File: config.mk
export PLATFORM = sky130hd
export DESIGN_NAME = gfjp_mulx
export DESIGN_NICKNAME = d
export VERILOG_FILES = /design/src/rtl/gfjp_pkg.sv /design/src/rtl/gfjp_top_note.sv
export SDC_FILE = /design/constraint.sdc
export NUM_CORES = 1
export LEC_CHECK = 0
export ABC_CLOCK_PERIOD_IN_PS = 2000
export BUFFER_PORTS_ARGS = -buffer_cell sky130_fd_sc_hd__buf_2
export CORE_AREA = 2 2 151 153
export DETAILED_ROUTE_END_ITERATION = 10
export DIE_AREA = 0 0 153 155
export SETUP_SLACK_MARGIN = 0.15
export SLEW_MARGIN = 0
export SYNTH_ARGS = -nofsm -noshare
export SYNTH_HDL_FRONTEND = slang
export SYNTH_SLANG_ARGS = --single-unit
export TNS_END_PERCENT = 10
File: constraint.sdc
create_clock -name vclk -period 2
set_input_delay 0.3 -clock vclk [all_inputs]
set_output_delay 0.3 -clock vclk [all_outputs]
set_load 0.005 [all_outputs]
File: src/rtl/gfjp_pkg.sv
// gf2 jump polynomial: shared types, constants and register indexes
// no dependencies; used by every module of the block
package gfjp_pkg;

    // exponent width and the width of the bit counter that walks it
    localparam int ADVANCE_BITS = 32;
    localparam int CNT_W        = $clog2(ADVANCE_BITS + 1);

    // polynomial widths
    localparam int HALF_W = 64;
    localparam int POLY_W = 128;
    localparam int PROD_W = 256;

    // configuration port
    localparam int CFG_IDX_W = 3;
    localparam logic [CFG_IDX_W-1:0] REG_CHAR_LOW    = 3'd0;
    localparam logic [CFG_IDX_W-1:0] REG_CHAR_HIGH   = 3'd1;
    localparam logic [CFG_IDX_W-1:0] REG_MU_LOW      = 3'd2;
    localparam logic [CFG_IDX_W-1:0] REG_MU_HIGH     = 3'd3;
    localparam logic [CFG_IDX_W-1:0] REG_PERIOD_MODE = 3'd4;

    // request into the shared carry-less multiplier
    typedef struct packed {
        logic              start;
        logic [POLY_W-1:0] a;
        logic [POLY_W-1:0] b;
    } clm_req_t;

    // response from the shared carry-less multiplier
    typedef struct packed {
        logic              done;
        logic [PROD_W-1:0] prod;
    } clm_rsp_t;

endpackage

File: src/rtl/gfjp_top_note.sv
// gf2 jump polynomial: characteristic multiply-by-x step
// depends on gfjp_pkg for widths
module gfjp_mulx
(
    input  logic [gfjp_pkg::POLY_W-1:0] a,
    input  logic [gfjp_pkg::POLY_W-1:0] ch,
    input  logic                        deg127,
    output logic [gfjp_pkg::POLY_W-1:0] y
);

    // shift by one, fold the characteristic back in on overflow
    always_comb
    begin
        logic [gfjp_pkg::POLY_W-1:0] n;
        logic                        fold;
        n    = {a[gfjp_pkg::POLY_W-2:0], 1'b0};
        fold = deg127 ? n[gfjp_pkg::POLY_W-1] : a[gfjp_pkg::POLY_W-1];
        if (fold)
        begin
            n = n ^ ch;
        end
        if (deg127)
        begin
            n[gfjp_pkg::POLY_W-1] = 1'b0;
        end
        y = n;
    end

endmodule
* After elaboration in Yosys (flattened, before gate mapping) *
Index checks and enable logic that the tools add are counted.

word-level totals
  bits of input ports = 257
  output and inout bits = 128
  logic and storage cells = 4
  flip-flop bits (word level) = 0

operators by class
  mux-type cells = 3
  bitwise operators = 1

operators by type and width
  cell                 count
  128-bit 2-to-1 mux   1
  128-bit bitwise XOR  1
  1-bit 2-to-1 mux     2

* Logic depth before layout (Yosys ltp) *
  depth in word-level cells = 3
  gate-level depth with buffers = 6

* Worst setup path before layout *
OpenSTA, ideal clock, no wires.

  kind = input port to output port
  start point = input deg127
  end point = output y[100] (netlist name)
  buffers on the path = 3
  arrival time = 1.161 ns
  stages on the path = 6
  data required time = 1.700 ns
  setup slack = 0.539 ns
  cell sequence = mux2_4 > buf_6 > buf_6 > buf_6 > nand2_2 > xnor2_1

between the ends
  cells in the longest elaborated chain, start to end = 2

RTL lines
  what                RTL line             RTL
  start: declaration  gfjp_top_note.sv:7   input logic deg127,
  1-bit 2-to-1 mux    gfjp_top_note.sv:17  fold = deg127 ? n[gfjp_pkg::POLY_W-1] : a[gfjp_pkg::POLY_W-1];
  128-bit 2-to-1 mux  gfjp_top_note.sv:18  if (fold)
  end: declaration    gfjp_top_note.sv:8   output logic [gfjp_pkg::POLY_W-1:0] y

No other way between the ends.

* Worst setup path in the final report *
  start point = input deg127
  end point = output y[73] (netlist name)

The elaborated chain is that of the path after synthesis.

==> qor.csv <==
metric;value;unit
status;finished, final reports clean;
crit_family;buffers and inverters;
syn_area_per_cell;6.42;um2
cpMostUsedCell;buf_2;
finalSetupTns;0;ns
synth.distinct_cells;9;
clock_buffers;0;
wire_per_inst;10.6;um
rsz0062_at_grt;false;
area_delta_synth_final;128;%
synth_area;1740;um2
yosysWarnings;0;
synth_top_family_by_area;XOR/XNOR gates;
die_w;153;um
vias;3050;
viasPerCell;3.28;
drive_gt1_frac;0.618;
grt_usage;0.0716;
synthAdderAreaFrac;0;
synthCells;271;
worst_slew_pin_slew;0.330;ns
period_share;0.869;
drv_cap;0;
p_per_area;270;nW/um2
setup_viol;0;
grt_overflow;0;
slew_headroom;0.780;
hold_path.class;in -> out;
seqCellArea;0;um2
flops_and_latches;0;
port-buffer-count;385;
synthMuxAreaShare;0.00863;
cts_resized;0;
post_cts_buffers;0;
hp-start;a[104];
synth_compound_gate_area_share;0;
fin_nets;903;
yosys.area_share.simple;0.294;
cpPeakStageDelay;0.23;ns
cp.depth;6;
antenna_found_initial;1;
die_h;155;um
path_class;in -> out;
routabilityCongestion;0.855;
grt_max_degree;67;
drt_wl_total;9820;um
hold_depth;3;
path_cells;buf_2 > mux2_4 > buf_12 > nand2_1 > xnor2_1 > buf_2;
place_hpwl;9140;um
period_needed;1.74;ns
grt_pass1_wl;13800;um
drc_errors;0;
final_cells;930;
place_inst;929;
leakagePower;2.13;nW
cts-hold-fix-buffers;0;
drt_iter0_drc;91;
crit_fanout;61;
critPathLaunchType;input pin;
core_area;22200;um2
critPathRequiredTime;1.70;ns
maxSlewViolCount;0;
row_count;55;
initial_utilization;0.0783;
ys_seq_area_frac;0;
cp-end-kind;primary output;
cp.arrival;1.44;ns
critPathSlowestCell;mux2_4;
die_area;23700;um2
max_freq;575;MHz
pin_count;385;
postRouteAntennaNets;0;
synthXorXnorAreaFrac;0.639;
drt-pass1-iter-count;4;
grt_pass1_vias;2915;
whs_endpoint;y[105];
hold_viol;0;
irDropWorstVdd;0.149;mV
syn_nets;528;
worst-path-buf-inv;3;
==> metal layers <==
layer | GRT usage | up-vias | wire length, um
met5 | 0 | - | 0
met4 | 0.0106 | 0 | 163
met3 | 0.0111 | 4 | 1010
met2 | 0.153 | 222 | 5360
met1 | 0.0732 | 1277 | 3290
li1 | - | 1547 | -
==> layout make-up <==
cell class         count  area, um2
diodes                 1       2.50
fillers             2550      18300
multi-input cells    257       1640
well taps            285        357
repair buffers       387       1970
==> synthesized netlist by cell type <==
cell type	number	area, um2
xor2_1	1	8.76
xnor2_1	126	1100
nor2_1	1	3.75
mux2_4	1	15.0
nand2_2	10	62.6
buf_2	9	45.0
nand2_1	117	439
and2_1	1	6.26
buf_6	5	56.3
==> worst max path at each step <==
stage / from / endpoint / slack (ns)
detailed placement: deg127 / y[37] / 0.25
floorplan: deg127 / y[100] / 0.54
global placement: deg127 / y[5] / 0.27
global route: deg127 / y[37] / 0.17
CTS: deg127 / y[37] / 0.25
finish: deg127 / y[73] / 0.26
==> placed cells by master (no fill, tap or decap), drive strengths merged <==
master / netlist / final
xor2: 1 / 1
xnor2: 126 / 126
and2: 1 / 1
nor2: 1 / 1
mux2: 1 / 1
buf: 14 / 387
diode: 0 / 1
nand2: 127 / 127
==> report_power, final <==
part	total, mW	leakage (nW)	switching [mW]	internal (mW)
Sequential	0	0	0	0
Combinational	1.07	2.13	0.471	0.599
Clock	0.0000000669	0.00000634	0	0.0000000668
==> per-stage QoR <==
| step | power, mW | setup WS, ns | cell area, um2 | utilization | hold slack [ns] |
|---|---|---|---|---|---|
| after floorplan | 0.474 | 0.539 | 1740 | - | 0.631 |
| after global placement | 1.07 | 0.268 | 3960 | 0.178 | 0.854 |
| after detailed placement | 1.08 | 0.250 | 3960 | 0.178 | 0.855 |
| after CTS | 1.09 | 0.252 | 3960 | 0.178 | 0.856 |
| after global routing | 1.17 | 0.169 | 3970 | 0.178 | 0.859 |
| final | 1.07 | 0.262 | 3970 | 0.178 | 0.853 |
==> logic make-up (layout without fill, tap and decap cells) <==
group / after synthesis / count (layout)
buffers and inverters: 14 / 387
other: 0 / 1
and+or+nand+nor: 129 / 129
xor gates and xnor gates: 127 / 127
muxes: 1 / 1
(Power assumes the default switching activity.)
